File: config.mk
export PLATFORM = sky130hd
export DESIGN_NAME = load_cell_adc_reader
export DESIGN_NICKNAME = d
export VERILOG_FILES = /design/src/rtl/core/lcar_pkg.sv /design/src/rtl/core/lcar_div.sv /design/src/rtl/core/lcar_dp.sv /design/src/rtl/core/lcar_ctrl.sv /design/src/rtl/core/load_cell_adc_reader.sv
export VERILOG_INCLUDE_DIRS = /design/src /design/src/rtl/core
export SDC_FILE = /design/constraint.sdc
export NUM_CORES = 1
export LEC_CHECK = 0
export ABC_AREA = 1
export BUFFER_PORTS_ARGS = -buffer_cell sky130_fd_sc_hd__buf_2
export CAP_MARGIN = 20
export CORE_MARGIN = 4
export CORE_UTILIZATION = 30
export DETAILED_ROUTE_END_ITERATION = 8
export PLACE_DENSITY = 0.56
export SETUP_SLACK_MARGIN = 0.02
export SYNTH_ARGS = -nofsm -noshare
export SYNTH_HDL_FRONTEND = slang
export SYNTH_HIERARCHICAL = 1
export SYNTH_SLANG_ARGS = --single-unit
File: constraint.sdc
create_clock -name clk_i -period 4.8 [get_ports clk_i]
set_clock_uncertainty 0.05 [all_clocks]
set_input_delay 0.96 -clock clk_i [delete_from_list [all_inputs] [get_ports clk_i]]
set_output_delay 0.96 -clock clk_i [all_outputs]
set_load 0.05 [all_outputs]
File: src/rtl/core/load_cell_adc_reader_assert.svh
// Assertion macros for the load cell ADC reader
`ifndef LOAD_CELL_ADC_READER_ASSERT_SVH
`define LOAD_CELL_ADC_READER_ASSERT_SVH
`ifndef SYNTHESIS
`define LCAR_ASSERT(lbl, prop, msg) \
  lbl: assert property (@(posedge clk_i) disable iff (!rst_ni) prop) else $error(msg);
`define LCAR_ASSERT_ALWAYS(lbl, prop, msg) \
  lbl: assert property (@(posedge clk_i) prop) else $error(msg);
`else
`define LCAR_ASSERT(lbl, prop, msg)
`define LCAR_ASSERT_ALWAYS(lbl, prop, msg)
`endif
`endif

File: src/rtl/core/lcar_pkg.sv
// Shared constants and types of the load cell ADC reader
package lcar_pkg;

  localparam int DATA_BITS  = 24;
  localparam int ACC_W      = 32;
  localparam int CNT_W      = 8;
  localparam int BIT_IDX_W  = 5;
  localparam int DIVD_W     = 41;
  localparam int DIVS_W     = 24;
  localparam int FRAC_SHIFT = 16;
  localparam int CFG_IDX_W  = 2;

  localparam logic [CNT_W-1:0]     SAMPLE_COUNT_RST = 8'd10;
  localparam logic [DATA_BITS-1:0] TARE_RST         = '0;
  localparam logic [DIVS_W-1:0]    SCALE_RST        = 24'd256;

  typedef enum logic [CFG_IDX_W-1:0] {
    CFG_SAMPLE_COUNT = 2'd0,
    CFG_TARE_VALUE   = 2'd1,
    CFG_SCALE_Q8     = 2'd2
  } cfg_idx_e;

  typedef struct packed {
    logic clr_acc;
    logic clr_word;
    logic shift_en;
    logic shift_bit;
    logic acc_add;
    logic avg_start;
    logic avg_cap;
    logic net_start;
    logic net_cap;
    logic load_res;
  } dp_cmd_t;

  typedef struct packed {
    logic             div_done;
    logic [CNT_W-1:0] count;
  } dp_sts_t;

endpackage

File: src/rtl/core/lcar_div.sv
// Bit-serial restoring divider, one quotient bit per clock
module lcar_div (
  input  logic                            clk_i,
  input  logic                            rst_ni,
  input  logic                            start_i,
  input  logic [lcar_pkg::DIVD_W-1:0]     dividend_i,
  input  logic [lcar_pkg::DIVS_W-1:0]     divisor_i,
  output logic                            done_o,
  output logic [lcar_pkg::DIVD_W-1:0]     quot_o
);

  localparam int STEP_W = $clog2(lcar_pkg::DIVD_W);

  logic [lcar_pkg::DIVD_W-1:0] quot_q, quot_d;
  logic [lcar_pkg::DIVS_W-1:0] rem_q, rem_d;
  logic [lcar_pkg::DIVS_W-1:0] dvs_q;
  logic [STEP_W-1:0]           step_q;
  logic                        busy_q;
  logic                        done_q;
  logic [lcar_pkg::DIVS_W:0]   trial;
  logic                        qbit;

  always_comb begin
    trial = {rem_q, quot_q[lcar_pkg::DIVD_W-1]};
    qbit  = (trial >= {1'b0, dvs_q});
    if (qbit) begin
      rem_d = lcar_pkg::DIVS_W'(trial - {1'b0, dvs_q});
    end else begin
      rem_d = trial[lcar_pkg::DIVS_W-1:0];
    end
    quot_d = {quot_q[lcar_pkg::DIVD_W-2:0], qbit};
  end

  always_ff @(posedge clk_i or negedge rst_ni) begin
    if (!rst_ni) begin
      busy_q <= 1'b0;
      done_q <= 1'b0;
      step_q <= '0;
    end else begin
      done_q <= busy_q && (step_q == '0);
      if (start_i) begin
        busy_q <= 1'b1;
        step_q <= STEP_W'(lcar_pkg::DIVD_W - 1);
      end else if (busy_q) begin
        if (step_q == '0) begin
          busy_q <= 1'b0;
        end else begin
          step_q <= step_q - 1'b1;
        end
      end
    end
  end

  always_ff @(posedge clk_i) begin
    if (start_i) begin
      quot_q <= dividend_i;
      rem_q  <= '0;
      dvs_q  <= divisor_i;
    end else if (busy_q) begin
      quot_q <= quot_d;
      rem_q  <= rem_d;
    end
  end

  assign done_o = done_q;
  assign quot_o = quot_q;

endmodule

File: src/rtl/core/lcar_dp.sv
// Datapath: config registers, shift word, accumulator, divider and result registers
module lcar_dp (
  input  logic                                clk_i,
  input  logic                                rst_ni,
  input  logic                                cfg_we_i,
  input  logic [lcar_pkg::CFG_IDX_W-1:0]      cfg_idx_i,
  input  logic [lcar_pkg::DIVS_W-1:0]         cfg_data_i,
  input  lcar_pkg::dp_cmd_t                   cmd_i,
  output lcar_pkg::dp_sts_t                   sts_o,
  output logic [lcar_pkg::DATA_BITS-1:0]      average_raw_o,
  output logic signed [lcar_pkg::DIVD_W-1:0]  net_weight_q8_o
);

  logic [lcar_pkg::CNT_W-1:0]     sample_count_q;
  logic [lcar_pkg::DATA_BITS-1:0] tare_q;
  logic [lcar_pkg::DIVS_W-1:0]    scale_q;
  logic [lcar_pkg::DATA_BITS-1:0] word_q;
  logic [lcar_pkg::ACC_W-1:0]     acc_q;
  logic [lcar_pkg::DATA_BITS-1:0] avg_q;
  logic                           neg_q;
  logic [lcar_pkg::DIVD_W-1:0]    net_q;
  logic [lcar_pkg::DATA_BITS-1:0] avg_res_q;
  logic [lcar_pkg::DIVD_W-1:0]    net_res_q;

  logic [lcar_pkg::CNT_W-1:0]     count;
  logic [lcar_pkg::DIVS_W-1:0]    scale;
  logic [lcar_pkg::DATA_BITS:0]   diff;
  logic [lcar_pkg::DATA_BITS:0]   diff_abs;
  logic [lcar_pkg::DATA_BITS-1:0] offs_word;
  logic                           div_start;
  logic [lcar_pkg::DIVD_W-1:0]    div_dividend;
  logic [lcar_pkg::DIVS_W-1:0]    div_divisor;
  logic                           div_done;
  logic [lcar_pkg::DIVD_W-1:0]    div_quot;

  assign count     = (sample_count_q == '0) ? lcar_pkg::CNT_W'(1) : sample_count_q;
  assign scale     = (scale_q == '0) ? lcar_pkg::DIVS_W'(1) : scale_q;
  assign diff      = {1'b0, avg_q} - {1'b0, tare_q};
  assign diff_abs  = diff[lcar_pkg::DATA_BITS] ? -diff : diff;
  assign offs_word = word_q ^ {1'b1, {(lcar_pkg::DATA_BITS-1){1'b0}}};

  assign div_start = cmd_i.avg_start | cmd_i.net_start;

  always_comb begin
    if (cmd_i.avg_start) begin
      div_dividend = lcar_pkg::DIVD_W'(acc_q);
      div_divisor  = lcar_pkg::DIVS_W'(count);
    end else begin
      div_dividend = {1'b0, diff_abs[lcar_pkg::DATA_BITS-1:0],
                      {lcar_pkg::FRAC_SHIFT{1'b0}}};
      div_divisor  = scale;
    end
  end

  lcar_div u_div (
    .clk_i      (clk_i),
    .rst_ni     (rst_ni),
    .start_i    (div_start),
    .dividend_i (div_dividend),
    .divisor_i  (div_divisor),
    .done_o     (div_done),
    .quot_o     (div_quot)
  );

  always_ff @(posedge clk_i or negedge rst_ni) begin
    if (!rst_ni) begin
      sample_count_q <= lcar_pkg::SAMPLE_COUNT_RST;
      tare_q         <= lcar_pkg::TARE_RST;
      scale_q        <= lcar_pkg::SCALE_RST;
      avg_res_q      <= '0;
      net_res_q      <= '0;
    end else begin
      if (cfg_we_i) begin
        case (lcar_pkg::cfg_idx_e'(cfg_idx_i))
          lcar_pkg::CFG_SAMPLE_COUNT: sample_count_q <= cfg_data_i[lcar_pkg::CNT_W-1:0];
          lcar_pkg::CFG_TARE_VALUE:   tare_q         <= cfg_data_i;
          lcar_pkg::CFG_SCALE_Q8:     scale_q        <= cfg_data_i;
          default: ;
        endcase
      end
      if (cmd_i.load_res) begin
        avg_res_q <= avg_q;
        net_res_q <= net_q;
      end
    end
  end

  always_ff @(posedge clk_i) begin
    if (cmd_i.clr_word) begin
      word_q <= '0;
    end else if (cmd_i.shift_en) begin
      word_q <= {word_q[lcar_pkg::DATA_BITS-2:0], cmd_i.shift_bit};
    end
    if (cmd_i.clr_acc) begin
      acc_q <= '0;
    end else if (cmd_i.acc_add) begin
      acc_q <= acc_q + lcar_pkg::ACC_W'(offs_word);
    end
    if (cmd_i.avg_cap) begin
      avg_q <= div_quot[lcar_pkg::DATA_BITS-1:0];
    end
    if (cmd_i.net_start) begin
      neg_q <= diff[lcar_pkg::DATA_BITS];
    end
    if (cmd_i.net_cap) begin
      net_q <= neg_q ? -div_quot : div_quot;
    end
  end

  assign sts_o.div_done = div_done;
  assign sts_o.count    = count;

  assign average_raw_o   = avg_res_q;
  assign net_weight_q8_o = net_res_q;

endmodule

File: src/rtl/core/lcar_ctrl.sv
// Controller: converter bit-bang sequencer, divide sequencing and beat handshake
module lcar_ctrl (
  input  logic               clk_i,
  input  logic               rst_ni,
  input  logic               in_valid_i,
  output logic               in_stall_o,
  input  logic               start_req_i,
  input  logic               dout_i,
  output logic               out_valid_o,
  input  logic               out_stall_i,
  output logic               sck_o,
  output logic               busy_res_o,
  output logic               done_res_o,
  output lcar_pkg::dp_cmd_t  cmd_o,
  input  lcar_pkg::dp_sts_t  sts_i
);

  `include "load_cell_adc_reader_assert.svh"

  typedef enum logic [2:0] {
    PH_IDLE, PH_WAIT, PH_RISE, PH_FALL, PH_GAP, PH_XHIGH, PH_XLOW
  } phase_e;

  typedef enum logic [2:0] {
    C_TICK, C_AVG_GO, C_AVG_WAIT, C_NET_GO, C_NET_WAIT, C_LOAD
  } ctrl_e;

  ctrl_e                          state_q;
  phase_e                         phase_q, phase_d;
  logic [lcar_pkg::BIT_IDX_W-1:0] bit_q, bit_d;
  logic [lcar_pkg::CNT_W-1:0]     smp_q, smp_d;
  logic                           clk_lvl_q, clk_lvl_d;
  logic                           out_valid_q, sck_q, busy_q, done_q;

  lcar_pkg::dp_cmd_t tick_cmd;
  logic              final_tick;
  logic              out_free;
  logic              accept;
  logic              beat_set;

  assign out_free = !out_valid_q || !out_stall_i;
  assign accept   = (state_q == C_TICK) && in_valid_i && out_free;
  assign beat_set = (state_q == C_TICK) ? (accept && !final_tick)
                                        : ((state_q == C_LOAD) && out_free);

  always_comb begin
    phase_d    = phase_q;
    bit_d      = bit_q;
    smp_d      = smp_q;
    clk_lvl_d  = clk_lvl_q;
    final_tick = 1'b0;
    tick_cmd   = '0;
    tick_cmd.shift_bit = dout_i;
    case (phase_q)
      PH_IDLE: begin
        clk_lvl_d = 1'b0;
        if (start_req_i) begin
          tick_cmd.clr_acc = 1'b1;
          smp_d   = '0;
          phase_d = PH_WAIT;
        end
      end
      PH_WAIT: begin
        clk_lvl_d = 1'b0;
        if (!dout_i) begin
          tick_cmd.clr_word = 1'b1;
          bit_d   = '0;
          phase_d = PH_RISE;
        end
      end
      PH_RISE: begin
        clk_lvl_d = 1'b1;
        phase_d   = PH_FALL;
      end
      PH_FALL: begin
        clk_lvl_d = 1'b0;
        tick_cmd.shift_en = 1'b1;
        bit_d   = bit_q + 1'b1;
        phase_d = PH_GAP;
      end
      PH_GAP: begin
        if (bit_q < lcar_pkg::BIT_IDX_W'(lcar_pkg::DATA_BITS)) begin
          phase_d = PH_RISE;
        end else begin
          clk_lvl_d = 1'b1;
          phase_d   = PH_XHIGH;
        end
      end
      PH_XHIGH: begin
        clk_lvl_d = 1'b0;
        phase_d   = PH_XLOW;
      end
      PH_XLOW: begin
        clk_lvl_d = 1'b0;
        tick_cmd.acc_add = 1'b1;
        smp_d = smp_q + 1'b1;
        if (smp_d >= sts_i.count) begin
          final_tick = 1'b1;
          phase_d    = PH_IDLE;
        end else begin
          phase_d = PH_WAIT;
        end
      end
      default: begin
        phase_d = PH_IDLE;
      end
    endcase
  end

  always_comb begin
    cmd_o = accept ? tick_cmd : '0;
    cmd_o.shift_bit = dout_i;
    case (state_q)
      C_AVG_GO:   cmd_o.avg_start = 1'b1;
      C_AVG_WAIT: cmd_o.avg_cap   = sts_i.div_done;
      C_NET_GO:   cmd_o.net_start = 1'b1;
      C_NET_WAIT: cmd_o.net_cap   = sts_i.div_done;
      C_LOAD:     cmd_o.load_res  = out_free;
      default: ;
    endcase
  end

  always_ff @(posedge clk_i or negedge rst_ni) begin
    if (!rst_ni) begin
      state_q     <= C_TICK;
      phase_q     <= PH_IDLE;
      bit_q       <= '0;
      smp_q       <= '0;
      clk_lvl_q   <= 1'b0;
      out_valid_q <= 1'b0;
      sck_q       <= 1'b0;
      busy_q      <= 1'b0;
      done_q      <= 1'b0;
    end else begin
      if (beat_set) begin
        out_valid_q <= 1'b1;
      end else if (out_valid_q && !out_stall_i) begin
        out_valid_q <= 1'b0;
      end
      case (state_q)
        C_TICK: begin
          if (accept) begin
            phase_q   <= phase_d;
            bit_q     <= bit_d;
            smp_q     <= smp_d;
            clk_lvl_q <= clk_lvl_d;
            if (final_tick) begin
              state_q <= C_AVG_GO;
            end else begin
              sck_q       <= clk_lvl_d;
              busy_q      <= (phase_d != PH_IDLE);
              done_q      <= 1'b0;
            end
          end
        end
        C_AVG_GO:   state_q <= C_AVG_WAIT;
        C_AVG_WAIT: if (sts_i.div_done) state_q <= C_NET_GO;
        C_NET_GO:   state_q <= C_NET_WAIT;
        C_NET_WAIT: if (sts_i.div_done) state_q <= C_LOAD;
        C_LOAD: begin
          if (out_free) begin
            sck_q       <= clk_lvl_q;
            busy_q      <= 1'b0;
            done_q      <= 1'b1;
            state_q     <= C_TICK;
          end
        end
        default: state_q <= C_TICK;
      endcase
    end
  end

  assign in_stall_o  = !((state_q == C_TICK) && out_free);
  assign out_valid_o = out_valid_q;
  assign sck_o       = sck_q;
  assign busy_res_o  = busy_q;
  assign done_res_o  = done_q;

  `LCAR_ASSERT(a_done_not_busy, out_valid_q && done_q |-> !busy_q, "done beat marked busy")
  `LCAR_ASSERT(a_div_idle_phase, state_q != C_TICK |-> phase_q == PH_IDLE, "divide outside idle phase")
  `LCAR_ASSERT(a_bit_range, bit_q <= lcar_pkg::BIT_IDX_W'(lcar_pkg::DATA_BITS), "bit index overrun")
  `LCAR_ASSERT(a_div_done_wait, sts_i.div_done |-> state_q == C_AVG_WAIT || state_q == C_NET_WAIT, "stray divider done")
  `LCAR_ASSERT_ALWAYS(a_reset_quiet, !rst_ni |-> !out_valid_o, "result beat during reset")

endmodule

File: src/rtl/core/load_cell_adc_reader.sv
// Top level of the two-wire bridge ADC reader with averaging and net-weight scaling
//
//   channel  | handshake               | payload
//   ---------+-------------------------+-------------------------------------------------
//   tick in  | in_valid_i / in_stall_o | start_req_i, dout_i
//   result   | out_valid_o / out_stall_i | sck_o, busy_res_o, done_res_o,
//            |                         | average_raw_o, net_weight_q8_o
//   config   | cfg_we_i                | cfg_idx_i, cfg_data_i
//
// Every tick gives one result beat. The tick that finishes a measurement waits for
// the bit-serial divider, which runs 41 steps for the mean and 41 more for the net
// weight, before its beat is loaded.
// Reset clears the sequencer and loads the register defaults; no clearing pass.
// A stalled result holds its beat; a new tick is taken in the same clock the
// pending beat leaves.
module load_cell_adc_reader (
  input  logic                                clk_i,
  input  logic                                rst_ni,
  input  logic                                cfg_we_i,
  input  logic [lcar_pkg::CFG_IDX_W-1:0]      cfg_idx_i,
  input  logic [lcar_pkg::DIVS_W-1:0]         cfg_data_i,
  input  logic                                in_valid_i,
  output logic                                in_stall_o,
  input  logic                                start_req_i,
  input  logic                                dout_i,
  output logic                                out_valid_o,
  input  logic                                out_stall_i,
  output logic                                sck_o,
  output logic                                busy_res_o,
  output logic                                done_res_o,
  output logic [lcar_pkg::DATA_BITS-1:0]      average_raw_o,
  output logic signed [lcar_pkg::DIVD_W-1:0]  net_weight_q8_o
);

  lcar_pkg::dp_cmd_t cmd;
  lcar_pkg::dp_sts_t sts;

  lcar_ctrl u_ctrl (
    .clk_i       (clk_i),
    .rst_ni      (rst_ni),
    .in_valid_i  (in_valid_i),
    .in_stall_o  (in_stall_o),
    .start_req_i (start_req_i),
    .dout_i      (dout_i),
    .out_valid_o (out_valid_o),
    .out_stall_i (out_stall_i),
    .sck_o       (sck_o),
    .busy_res_o  (busy_res_o),
    .done_res_o  (done_res_o),
    .cmd_o       (cmd),
    .sts_i       (sts)
  );

  lcar_dp u_dp (
    .clk_i           (clk_i),
    .rst_ni          (rst_ni),
    .cfg_we_i        (cfg_we_i),
    .cfg_idx_i       (cfg_idx_i),
    .cfg_data_i      (cfg_data_i),
    .cmd_i           (cmd),
    .sts_o           (sts),
    .average_raw_o   (average_raw_o),
    .net_weight_q8_o (net_weight_q8_o)
  );

endmodule

; After elaboration in Yosys (flattened, before gate mapping)
; Index checks and enable logic that the tools add are counted.
[word_totals]
rom_bits = 0
output_inout_bits = 70
latchBits = 0
mem_count = 0
ram_bits = 0
register_bits = 364
in_bits = 33
[classes]
n_mux = 61
shifts = 0
n_mul = 0
addsub = 8
reduce_logical = 35
n_eq_ne = 22
n_lt_le_gt_ge = 3
bitwise = 2
div_mod_pow = 0
[op_table]
columns = op, n
row1 = 2-to-1 mux 41 bit, 3
row2 = 2-to-1 mux 24 bit, 2
row3 = negator 41 bit, 1
row4 = 2-to-1 mux 40 bit, 1
row5 = adder 32 x 24 -> 32 bit, 1
row6 = 2-to-1 mux 8 bit, 4
row7 = 2-to-1 mux 1 bit, 30
row8 = >= comparator 25 x 24 -> 1 bit, 1
row9 = subtractor 24 x 24 -> 25 bit, 1
row10 = logical NOT 24 bit, 1
row11 = 2-to-1 mux 3 bit, 8
row12 = negator 24 bit, 1
row13 = subtractor 24 bit, 1
row14 = case mux 3 bit (7 select lines), 1
row15 = 2-to-1 mux 6 bit, 3
row16 = case mux 3 bit (6 select lines), 1
row17 = case mux 8 bit (2 select lines), 1
row18 = "== test 3 bit, second input constant", 5
row19 = "== test 3 x 2 -> 1 bit, second input constant", 4
row20 = "inequality test 2 x 1 -> 1 bit, second input constant", 6
row21 = AND reduction 4 bit, 3
row22 = 2-to-1 mux 10 bit, 1
row23 = case mux 5 bit (2 select lines), 1
row24 = AND reduction 2 bit, 5
row25 = 26 further kinds, 45

; Depth between registers and ports, before layout
; Gate-level depths: netlist of the first run.
[logic_depth]
word_depth = 9
ltp_mapped = 22
depth_no_buf = 22

; Hierarchy
; Netlist of the first run, hierarchy kept.
[modules_own_cells]
columns = mod, cells_per_inst, area_per_inst_um2, instances
row1 = lcar_dp, 1832, 14226.1, 1
row2 = lcar_div, 803, 5859.4, 1
row3 = lcar_ctrl, 221, 1662.8, 1

; Worst setup path before layout of the first run
; Ideal clock, no wire load.
[synth_path]
path_kind = register -> register
from = register u_ctrl.state_q[1]
to = register u_dp.u_div.quot_q (netlist bit u_dp/u_div/quot_o[0]), enable pin
path_stages_with_launch = 9
path_buffers = 4
t_arrival_ps = 3390
slack_ps = 938
setup_time_ps = 422
period_less_slack_ps = 3862
cell_sequence = dfrtp_1 -> nor3_1 -> clkbuf_1 -> clkbuf_1 -> or2_2 -> clkbuf_1 -> nor2_1 -> inv_1 -> clkbuf_1
[synth_lines]
columns = item, line_no
row1 = start: declaration, lcar_ctrl.sv:28  ; ctrl_e state_q;
row2 = start signal: assignment, lcar_ctrl.sv:125  ; state_q <= C_TICK;
row3 = start signal: assignment, lcar_ctrl.sv:148  ; state_q <= C_AVG_GO;
row4 = start signal: assignment, lcar_ctrl.sv:156  ; C_AVG_GO: state_q <= C_AVG_WAIT;
row5 = end signal: assignment, lcar_div.sv:56  ; quot_q <= dividend_i;
row6 = end signal: assignment, lcar_div.sv:60  ; quot_q <= quot_d;
row7 = end: declaration, lcar_div.sv:14  ; logic [lcar_pkg::DIVD_W-1:0] quot_q, quot_d;

; Final worst setup path of the first run
[layout_path]
from = register u_dp/avg_q[17] in the netlist's numbering
to = register u_dp.u_div.quot_q (netlist bit u_dp/u_div/quot_o[20]) (data pin)
[layout_via]
elab_chain_cells = 4
[layout_lines]
columns = item, line_no
row1 = start: declaration, lcar_dp.sv:19  ; logic [lcar_pkg::DATA_BITS-1:0] avg_q;
row2 = start signal: assignment, lcar_dp.sv:100  ; avg_q <= div_quot[lcar_pkg::DATA_BITS-1:0];
row3 = subtractor 24 x 24 -> 25 bit, lcar_dp.sv:38  ; assign diff = {1'b0, avg_q} - {1'b0, tare_q};
row4 = 2-to-1 mux 24 bit, lcar_dp.sv:39  ; assign diff_abs = diff[lcar_pkg::DATA_BITS] ? -diff : diff;
row5 = 2-to-1 mux 40 bit, lcar_dp.sv:45  ; if (cmd_i.avg_start) begin
row6 = "net u_dp.div_dividend, one bit", lcar_dp.sv:31  ; logic [lcar_pkg::DIVD_W-1:0] div_dividend;
row7 = 2-to-1 mux 41 bit, lcar_div.sv:55  ; if (start_i) begin
; The timed path passes the listed nets, and every way through them passes these cells.
; A chain may end at the register's enable or synchronous reset.

==> impl_metrics.tcl, run 1 <==
set metrics [dict create \
    outcome "finished, final reports clean" \
    crit_start "u_dp/avg_q[17]" \
    antenna_found_initial 3 \
    cts-buffers-inserted 43 \
    setup-tns-final_ns 0 \
    endpoint_kind "flop" \
    clock_latency_ns 0.58 \
    synth-xor-area-share_pct 3.544 \
    synth_compound_area_share_pct 7.980 \
    synth_mux_area_share_pct 3.331 \
    grt_pass1_vias 17392 \
    timing.slew.headroom_pct 33.33 \
    area_growth_pct 14.05 \
    postLayoutSetupSlackWorst_ns 1.696 \
    synth.cell_area_sq_um 21750 \
    worst-r2r-cell-count 12 \
    core-area_sq_um 71730 \
    detailroute.via_count 18115 \
    grt_max_degree 70 \
    worstReg2RegEnd "u_dp/u_div/quot_o[20]" \
    fin_util_pct 34.58 \
    type_of_the_worst_min_delay_path "input pin to async pin" \
    drt_iter0_markers 1243 \
    route.final.wire_length_um 62080 \
    wl_per_cell_um 15.82 \
    worst-endpoint-required_ns 5.09 \
    cp_slowest_cell "sky130_fd_sc_hd__a21oi_4" \
    num-nets-final 3063 \
    cts.htree.levels 2 \
    placement_rows 98 \
    main_combinational_cell_family_by_area_after_synthesis "simple AND/OR/NAND/NOR gates" \
    seq_area_frac_synth_pct 43.07 \
    post-route-drc-count 0 \
    cp_max_fo 23 \
    post_synth_and_or_nand_nor_area_fraction_pct 27.42 \
    final_antenna_net_count 0 \
    post-synth-top-area-fraction_pct 18.09 \
    netlist_instances 2856 \
    initial_utilization_pct 30.32 \
    max_clock_freq_ghz 0.3221 \
    grt-ovfl-total 0 \
    die_area_sq_um 76870 \
    final_period_minus_worst_setup_slack_ns 3.104 \
    clk_root_buffer_cell "sky130_fd_sc_hd__clkbuf_16" \
    post_cts_setup_bufs 0 \
    detailed_place_hpwl_um 46990 \
    report.final.hold_viol_count 0 \
    final_layout_size_suffix_gt1_share_pct 11.77 \
    yosys.cell_count.top_type "sky130_fd_sc_hd__nand2_1" \
    power.density_cell_area_nw_per_um2 651.9 \
    vias_per_cell 4.615 \
    yosysTopAreaCell "sky130_fd_sc_hd__edfxtp_1" \
    fp.dieH_um 277.3 \
    cellLeakagePower_nw 12.63 \
    cts_sinks 364 \
    timing.max_cap.violations 0 \
    yosysWarnings 6 \
    stage_delay_of_the_slowest_cell_on_the_critical_path_ns 0.58 \
    path_cells "ha_1, a21oi_1, nand2_1, a21oi_1, nand3_2, a21oi_4, inv_2, a21oi_1, xor2_1, o21ai_1, nand2_1, nand2_1" \
    timing.critical_path.to "u_dp/u_div/quot_o[20]" \
    grt_first_pass_wirelength_um 98440 \
    globalplace.congestion 0.9033 \
    cp-start-kind "flop" \
    final-setup-viol-count 0 \
    synth_cell_types 58 \
    cts_tree "done" \
    critPathBufInv 1 \
    die_w_um 277.3 \
    ys_ff_latch 364 \
    drt_pre_antenna_iters 6 \
    worstSetupPathDepth 12 \
    rsz0062_at_grt "false" \
    yosys-top-cells-area "sky130_fd_sc_hd__edfxtp_1 (18%), sky130_fd_sc_hd__dfrtp_1 (17%), sky130_fd_sc_hd__nand2_1 (14%)" \
    yosys-top-cells-count "sky130_fd_sc_hd__nand2_1 (833), sky130_fd_sc_hd__inv_1 (432), sky130_fd_sc_hd__nor2_1 (251)" \
    timing.critical_path.arrival_ns 3.39 \
    floorplan.io_pins 103 \
    r2r_setup_slack_ns 1.70 \
    post_cts.resized_instances 0 \
    avg_synthesized_cell_area_sq_um 7.615 \
    worst-setup-path-type "flop to flop" \
    dpl_worst_slack_ns 1.694 \
    final_max_slew_viol_count 0 \
    critical_path.top_delay_family "compound AO/OA/AOI/OAI gates" \
    asyncSetResetFlopFracSynth_pct 42.03 \
    postCtsHoldBufs 0 \
    synthesis.nets 2978 \
    cts.reportedPaths.clkPinSlew_ns 0.07 \
    ctsLongestPathBuffers 3 \
    globalRouteTotalUtil_pct 15.92 \
    synth_enable_flop_cells 131 \
    vdd_ir_drop_max_mv 0.3423 \
    worst_r2r_startpoint "u_dp/avg_q[17]" \
    synth_flop_cell "sky130_fd_sc_hd__dfrtp_1" \
    worst_pin_slew_ns 1.000 \
    min_period_over_period_pct 64.67 \
    io_buffer_count 102 \
    synth_adder_area_share_pct 5.224 \
]
-- logic make-up (layout without fill, tap and decap cells) --
group	Yosys count	count (layout)
AOI/OAI and AO/OA	317	317
xor gates and xnor gates	88	88
adders and majority gates	89	89
buffers and inverters	532	649
DFF	364	364
muxes	64	64
other	1	3
and+or+nand+nor	1401	1401
-- layer usage --
layer	wire [um]	vias up	track usage, %
met5	0	-	0
met4	1978	0	4.886
met3	2536	86	2.138
met2	29380	385	27.06
met1	28180	8379	21.11
li1	-	9265	-
-- flip-flops by register name (all words and copies together) (netlist names), 3 cells and up --
signal and count:
u_ctrl/phase_q 3, u_dp/word_q 24, u_dp/avg_q 24, u_dp/tare_q 24, u_ctrl/smp_q 8, u_dp/u_div/step_q 6
u_dp/u_div/rem_q 24, u_dp/u_div/quot_o 41, u_dp/average_raw_o 24, u_dp/scale_q 24, u_dp/net_weight_q8_o 41, u_dp/net_q 41
u_ctrl/state_q 3, u_dp/u_div/dvs_q 24, u_dp/acc_q 32, u_ctrl/bit_q 5, u_dp/sample_count_q 8
-- worst register-to-register path, delay by kind of cell, from the launching register on --
family                     cells  cell delay [ns]
buffers and inverters          1             0.22
DFF                            1             0.39
xor gates and xnor gates       1             0.16
and+or+nand+nor                4             0.38
adders and majority gates      1             0.37
AOI/OAI and AO/OA              5             1.30
-- cell usage in the layout, fill, tap and decap left out, types with 80 or more instances in the layout --
cell type / netlist / routed
sky130_fd_sc_hd__a21oi_1: 111 / 111
sky130_fd_sc_hd__buf_2: 7 / 101
sky130_fd_sc_hd__dfrtp_1: 150 / 150
sky130_fd_sc_hd__dfxtp_1: 80 / 80
sky130_fd_sc_hd__edfxtp_1: 131 / 131
sky130_fd_sc_hd__ha_1: 86 / 86
sky130_fd_sc_hd__inv_1: 432 / 431
sky130_fd_sc_hd__nand2_1: 833 / 833
sky130_fd_sc_hd__nand3_1: 164 / 163
sky130_fd_sc_hd__nor2_1: 251 / 249
sky130_fd_sc_hd__o21ai_0: 137 / 137
-- worst min path at each step --
stage | from | to | slack, ns | depth (start not counted)
6_report | rst_ni | u_dp/tare_q[14] | 0.18 | 1
5_1_grt | rst_ni | u_dp/scale_q[19] | 0.19 | 1
4_1_cts | rst_ni | u_dp/tare_q[15] | 0.16 | 1
3_5_place_dp | u_dp/u_div/rem_q[12] | u_dp/u_div/rem_q[12] | 0.41 | 2
3_3_place_gp | u_dp/net_q[35] | u_dp/net_weight_q8_o[35] | 0.41 | 1
2_1_floorplan | u_dp/word_q[23] | u_dp/word_q[23] | 0.39 | 2
-- through the flow --
step	total power, W	hold WS (ns)	cells	cell area (sq um)
after global routing	0.01746	0.1859	3923	24800
final	0.01617	0.1786	3925	24810
after global placement	0.01274	0.4103	3845	23290
after floorplan	0.01070	0.3915	2856	21750
after detailed placement	0.01278	0.4142	3845	23290
after CTS	0.01632	0.1587	3922	24780
-- power by group --
group | total [W] | switching (W) | internal (W) | leakage, nW
clock | 0.00346 | 0.00137 | 0.00209 | 0.728
combinational | 0.00739 | 0.00502 | 0.00237 | 8.00
sequential | 0.00532 | 0.000951 | 0.00437 | 3.90
total | 0.0162 | 0.00734 | 0.00883 | 12.6
-- final cells by class --
class,count,area [sq um]
sequential,364,9368
tap,950,1189
clock buffer,52,1182
multi-input combinational,1960,10360
antenna,2,5.005
inverter,452,1699
clock inverter,25,307.8
timing repair buffer,120,689.4
fill,7607,46930
Note: power is estimated with default switching activity, not from simulation.
==> run 2, diff against run 1 <==
Settings changed: ABC_AREA 1 to 0.
Clock period 4.8 ns to 3 ns, I/O delays scaled along.
==> impl_metrics.tcl, run 2 <==
set metrics [dict create \
    combPwrFrac_pct 25.2 \
    cts_sinks 364 \
    synthesis.nets 2031 \
    min_period_over_period_pct 115.4 \
    route.final.wire_length_um 56480 \
    yosys.cell_count.top_type "sky130_fd_sc_hd__mux2_2" \
    cellLeakagePower_nw 11.26 \
    switching_power_w 0.004248 \
    r2r_setup_slack_ns -0.46 \
    netlist_instances 1909 \
    drt_pre_antenna_iters 5 \
    worst-setup-path-type "flop to flop" \
    num-nets-final 2369 \
    initial_utilization_pct 30.48 \
    cts_tree "done" \
    worst_hold_path.endpoint "u_dp/scale_q[18]" \
    power.internal_w 0.01048 \
    fillerInstances 6487 \
    cp_max_fo 4 \
    synth.cell_area_sq_um 20220 \
    yosysTopAreaCell "sky130_fd_sc_hd__edfxtp_1" \
    floorplan.io_pins 103 \
    worstHoldStart "cfg_data_i[18]" \
    final-setup-viol-count 28 \
    timing.max_cap.violations 0 \
    die_w_um 267.6 \
    seq_area_frac_synth_pct 46.33 \
    vias_per_cell 4.957 \
    place_inst 3017 \
    grt_first_pass_wirelength_um 87080 \
    vdd_ir_drop_max_mv 0.2960 \
    cts.reportedPaths.clkPinSlew_ns 0.06 \
    worst_r2r_startpoint "u_dp/avg_q[12]" \
    outcome "complete, but fails checks" \
    worst-r2r-cell-count 11 \
    type_of_the_worst_min_delay_path "input pin to flop" \
    ys_ff_latch 364 \
    report.final.hold_viol_count 0 \
    post-route-drc-count 0 \
    clockPowerShare_pct 36.3 \
    worstReg2RegEnd "u_dp/u_div/quot_o[38]" \
    power.sequential.fraction_pct 38.5 \
    final_cell_area_sq_um 26200 \
    worst_hold_slack_ns 0.2467 \
    io_buffer_count 102 \
    final_period_minus_worst_setup_slack_ns 3.462 \
    placement_rows 94 \
    yosysWarnings 6 \
    post-synth-top-area-fraction_pct 19.45 \
    antenna_found_initial 5 \
    rsz0062_at_grt "true" \
    violations "setup timing" \
    asyncSetResetFlopFracSynth_pct 42.03 \
    final_layout_size_suffix_gt1_share_pct 35.18 \
    wl_per_cell_um 17.96 \
    layout_commonest_cell "sky130_fd_sc_hd__buf_4" \
    final_antenna_net_count 0 \
    worst-endpoint-required_ns 3.26 \
    postLayoutSetupSlackWorst_ns -0.4619 \
    avg_synthesized_cell_area_sq_um 10.59 \
    worst_pin_slew_ns 0.9812 \
    globalRouteTotalUtil_pct 15.27 \
    fp.dieH_um 267.6 \
    power.density_cell_area_nw_per_um2 562.4 \
    ctsLongestPathBuffers 3 \
    clock_latency_ns 0.56 \
    final_cell_count_no_fill 3145 \
    fin_util_pct 39.49 \
    cts.htree.levels 2 \
    cp-start-kind "flop" \
    synth_cell_types 98 \
    final_max_slew_viol_count 0 \
    drt_iter0_markers 799 \
    synth_flop_cell "sky130_fd_sc_hd__dfrtp_1" \
    detailed_place_hpwl_um 41820 \
    globalplace.congestion 0.8546 \
    detailroute.via_count 15591 \
    commonest_non_fill_non_tap_cells_in_the_layout "sky130_fd_sc_hd__buf_4 (247), sky130_fd_sc_hd__mux2_2 (152), sky130_fd_sc_hd__dfrtp_1 (150)" \
    area_growth_pct 29.55 \
    max_clock_freq_ghz 0.2889 \
    endpoint_kind "flop" \
    timing.hold.worst_path_depth 2 \
    power.share.switching_pct 28.84 \
    clk_root_buffer_cell "sky130_fd_sc_hd__clkbuf_16" \
    timing.critical_path.arrival_ns 3.72 \
    grt_pass1_vias 15651 \
    timing.slew.headroom_pct 34.34 \
    post_dp_cell_area_sq_um 23530 \
    grt_max_degree 59 \
    grt-ovfl-total 0 \
    cts-buffers-inserted 43 \
    setup-tns-final_ns -8.615 \
    core-area_sq_um 66330 \
    yosys-top-cells-area "sky130_fd_sc_hd__edfxtp_1 (19%), sky130_fd_sc_hd__dfrtp_1 (19%), sky130_fd_sc_hd__mux2_2 (9.4%)" \
    yosys-top-cells-count "sky130_fd_sc_hd__mux2_2 (169), sky130_fd_sc_hd__dfrtp_1 (150), sky130_fd_sc_hd__nor2_1 (146)" \
    synth_enable_flop_cells 131 \
    die_area_sq_um 71620 \
]
==> run 2: cell types whose count changed in the layout (fill, tap and decap cells not counted), moves of 91 or more <==
cell | previous run | this run
sky130_fd_sc_hd__nand2_1 | 833 | 104
sky130_fd_sc_hd__inv_1 | 431 | 94
sky130_fd_sc_hd__buf_4 | 15 | 247
sky130_fd_sc_hd__nand3_1 | 163 | 33
sky130_fd_sc_hd__nor2_1 | 249 | 137
sky130_fd_sc_hd__o21ai_0 | 137 | 46
==> run 2: what timing repair did <==
item                       4_1_cts  5_1_grt
setup buffers                   26       22
hold endpoints to repair        44        0
hold buffers                     1        0
setup endpoints to repair       41       62
gates resized for setup        122       65
pin swaps                       56       33
cloned                           1        2
==> run 2: final cells by class <==
type / instances / area [sq um] / area share (%)
multi-input combinational: 1361 / 11110 / 42.43
clock inverter: 17 / 219.0 / 0.8358
timing repair buffer: 378 / 2798 / 10.68
sequential: 364 / 9370 / 35.77
antenna: 1 / 2.502 / 0.009552
clock buffer: 61 / 1224 / 4.671
inverter: 99 / 387.9 / 1.481
tap: 864 / 1081 / 4.127
==> run 2: metal layers <==
layer	track usage (%)	up-vias	wire, um
met5	0	-	47
met1	20.20	7635	26050
met4	4.616	6	1681
met3	2.793	93	2120
li1	-	7602	-
met2	25.56	255	26570
==> run 2: how the worst max path moves through the flow <==
stage,startpoint,end,slack [ns],cells after the start
3_5_place_dp,u_dp/avg_q[6],u_dp/u_div/quot_o[39],-0.69,12
2_1_floorplan,u_dp/u_div/quot_o[17],u_dp/net_q[40],-0.37,8
3_3_place_gp,u_dp/avg_q[6],u_dp/u_div/quot_o[39],-0.68,12
5_1_grt,u_dp/avg_q[0],u_dp/u_div/quot_o[35],-0.53,15
6_report,u_dp/avg_q[12],u_dp/u_div/quot_o[38],-0.46,11
4_1_cts,u_dp/avg_q[12],u_dp/u_div/quot_o[38],-0.48,11
==> run 2: critical path, stage by stage, from the launching register on <==
cell	delay [ns]
sky130_fd_sc_hd__edfxtp_1	0.53
sky130_fd_sc_hd__ha_4	0.38
sky130_fd_sc_hd__a21oi_4	0.06
sky130_fd_sc_hd__o211ai_1	0.20
sky130_fd_sc_hd__a21oi_2	0.06
sky130_fd_sc_hd__a221o_1	0.34
sky130_fd_sc_hd__or4_4	0.54
sky130_fd_sc_hd__a211oi_4	0.26
sky130_fd_sc_hd__nand3_2	0.16
sky130_fd_sc_hd__mux2i_1	0.18
sky130_fd_sc_hd__o221ai_1	0.15
sky130_fd_sc_hd__mux2_2	0.29
==> run 2: power by group through the flow <==
| stage | logic [W] | registers [W] | clock network (W) |
|---|---|---|---|
| floorplan | 0.00207 | 0.00572 | 0 |
| CTS | 0.00353 | 0.00566 | 0.00552 |
| global route | 0.00408 | 0.00571 | 0.00573 |
| detailed placement | 0.00317 | 0.00576 | 0 |
| finish | 0.00371 | 0.00567 | 0.00535 |
| global placement | 0.00312 | 0.00574 | 0 |
==> run 2: kinds of logic after synthesis <==
| group | Yosys count | synth area share, % |
|---|---|---|
| and+or+nand+nor | 510 | 12.75 |
| buffers and inverters | 185 | 3.750 |
| xor gates and xnor gates | 123 | 5.328 |
| other | 1 | 0.01855 |
| muxes | 231 | 12.51 |
| DFF | 364 | 46.33 |
| AOI/OAI and AO/OA | 406 | 13.69 |
| adders and majority gates | 89 | 5.618 |
==> run 2: metrics by stage <==
| step | worst slack [ns] | power, W |
|---|---|---|
| 5_1_grt | -0.5264 | 0.01552 |
| 3_3_place_gp | -0.6776 | 0.008863 |
| 6_report | -0.4619 | 0.01473 |
| 3_5_place_dp | -0.6859 | 0.008925 |
| 4_1_cts | -0.4764 | 0.01471 |
| 2_1_floorplan | -0.3693 | 0.007794 |
==> run 3, diff against run 2 <==
Settings changed: SKIP_LAST_GASP from default to 1.
==> impl_metrics.tcl, run 3 (same netlist as run 2, synthesis figures left out) <==
set metrics [dict create \
    final_cell_area_sq_um 26220 \
    critical_path.top_delay_family "compound AO/OA/AOI/OAI gates" \
    placement_rows 94 \
    drt_pre_antenna_iters 5 \
    die_w_um 267.6 \
    vdd_ir_drop_max_mv 0.2922 \
    final_layout_size_suffix_gt1_share_pct 35.30 \
    floorplan.io_pins 103 \
    fillerInstances 6501 \
    timing.max_cap.violations 0 \
    cts.htree.levels 2 \
    detailed_place_hpwl_um 41820 \
    antenna_found_initial 5 \
    endpoint_kind "flop" \
    layout_commonest_cell "sky130_fd_sc_hd__buf_4" \
    worst-endpoint-required_ns 3.26 \
    clock_latency_ns 0.56 \
    final_period_minus_worst_setup_slack_ns 3.453 \
    post-route-drc-count 0 \
    fin_util_pct 39.53 \
    cts_tree "done" \
    cts-buffers-inserted 43 \
    cp_slowest_cell "sky130_fd_sc_hd__or4_4" \
    timing.critical_path.arrival_ns 3.71 \
    worst-setup-path-type "flop to flop" \
    die_area_sq_um 71620 \
    cp-start-kind "flop" \
    cellLeakagePower_nw 11.26 \
    critPathBufInv 0 \
    stage_delay_of_the_slowest_cell_on_the_critical_path_ns 0.54 \
    final_max_slew_viol_count 0 \
    io_buffer_count 102 \
    detailroute.via_count 15637 \
    grt-ovfl-total 0 \
    max_clock_freq_ghz 0.2896 \
    rsz0062_at_grt "true" \
    core-area_sq_um 66330 \
    violations "setup timing" \
    worst_hold_slack_ns 0.2513 \
    min_period_over_period_pct 115.1 \
    final-setup-viol-count 28 \
    power.density_cell_area_nw_per_um2 562.0 \
    commonest_non_fill_non_tap_cells_in_the_layout "sky130_fd_sc_hd__buf_4 (250), sky130_fd_sc_hd__mux2_2 (159), sky130_fd_sc_hd__dfrtp_1 (150)" \
    cts.reportedPaths.clkPinSlew_ns 0.06 \
    cp_max_fo 4 \
    initial_utilization_pct 30.48 \
    worst_pin_slew_ns 1.012 \
    type_of_the_worst_min_delay_path "input pin to flop" \
    globalplace.congestion 0.8546 \
    globalRouteTotalUtil_pct 15.26 \
    totalPowerFinal_w 0.01474 \
    drt_iter0_markers 769 \
    wl_per_cell_um 17.89 \
    path_cells "ha_4, a21oi_4, o211ai_1, a21oi_2, a221o_1, or4_4, a211oi_4, nand3_2, mux2i_1, o221ai_1, mux2_4" \
    ctsLongestPathBuffers 3 \
    grt_pass1_vias 15633 \
    postLayoutSetupSlackWorst_ns -0.4528 \
    num-nets-final 2375 \
    final_antenna_net_count 0 \
    place_inst 3017 \
    route.final.wire_length_um 56370 \
    grt_first_pass_wirelength_um 87030 \
    clk_root_buffer_cell "sky130_fd_sc_hd__clkbuf_16" \
    report.final.hold_viol_count 0 \
    fp.dieH_um 267.6 \
    cts_sinks 364 \
    post_dp_cell_area_sq_um 23530 \
    grt_max_degree 59 \
    vias_per_cell 4.963 \
    area_growth_pct 29.68 \
    outcome "complete, but fails checks" \
    final_cell_count_no_fill 3151 \
    timing.slew.headroom_pct 32.31 \
]
==> run 3: final cells by class <==
cell class	instances	area [sq um]	share of cell area, %
multi-input combinational	1361	11070	42.23
clock inverter	17	219.0	0.8350
tap	864	1081	4.123
sequential	364	9370	35.74
inverter	99	387.9	1.479
antenna	1	2.502	0.009543
timing repair buffer	384	2863	10.92
clock buffer	61	1224	4.667
==> run 3: per-stage QoR <==
| step | TNS [ns] | setup slack (ns) |
|---|---|---|
| 6_report | -9.036 | -0.4528 |
| 5_1_grt | -12.55 | -0.5483 |
| 4_1_cts | -8.139 | -0.4764 |
| 3_5_place_dp | -12.79 | -0.6859 |
| 3_3_place_gp | -12.11 | -0.6776 |
| 2_1_floorplan | -3.677 | -0.3693 |
==> run 3: worst paths after layout <==
path	from	endpoint	slack, ns	depth (start not counted)
max reg2reg	u_dp/avg_q[12]	u_dp/u_div/quot_o[38]	-0.45	11
min reg2reg	u_dp/u_div/rem_q[18]	u_dp/u_div/rem_q[18]	0.42	2
max	u_dp/avg_q[12]	u_dp/u_div/quot_o[38]	-0.45	11
max in group asynchronous	rst_ni	u_dp/sample_count_q[1]	1.64	3
min	cfg_data_i[18]	u_dp/scale_q[18]	0.25	2
min in group asynchronous	rst_ni	u_dp/scale_q[23]	0.51	2
==> run 3: worst register-to-register path: stages (launching register included) <==
cell,delay (ns)
sky130_fd_sc_hd__edfxtp_1,0.52
sky130_fd_sc_hd__ha_4,0.39
sky130_fd_sc_hd__a21oi_4,0.06
sky130_fd_sc_hd__o211ai_1,0.19
sky130_fd_sc_hd__a21oi_2,0.06
sky130_fd_sc_hd__a221o_1,0.35
sky130_fd_sc_hd__or4_4,0.54
sky130_fd_sc_hd__a211oi_4,0.26
sky130_fd_sc_hd__nand3_2,0.17
sky130_fd_sc_hd__mux2i_1,0.18
sky130_fd_sc_hd__o221ai_1,0.15
sky130_fd_sc_hd__mux2_4,0.28
==> run 3: report_power, final <==
group          leakage (nW)  switching (W)  internal [W]  total [W]
Clock                 0.712        0.00208       0.00327    0.00535
Combinational          6.73        0.00191       0.00181    0.00372
Sequential             3.82       0.000247       0.00542    0.00567
==> run 3: metal layers <==
layer | vias up | GRT usage [%] | wire (um)
li1 | 7614 | - | -
met1 | 7667 | 20.18 | 25800
met2 | 259 | 25.60 | 26570
met3 | 91 | 2.793 | 2298
met4 | 6 | 4.488 | 1652
met5 | - | 0 | 47
==> run 3: timing repair <==
action	in CTS	in global routing
pin swaps	55	52
setup buffers	26	28
hold buffers	1	0
hold endpoints to repair	44	0
gates cloned	1	2
gates resized for setup	103	76
setup endpoints to repair	41	62
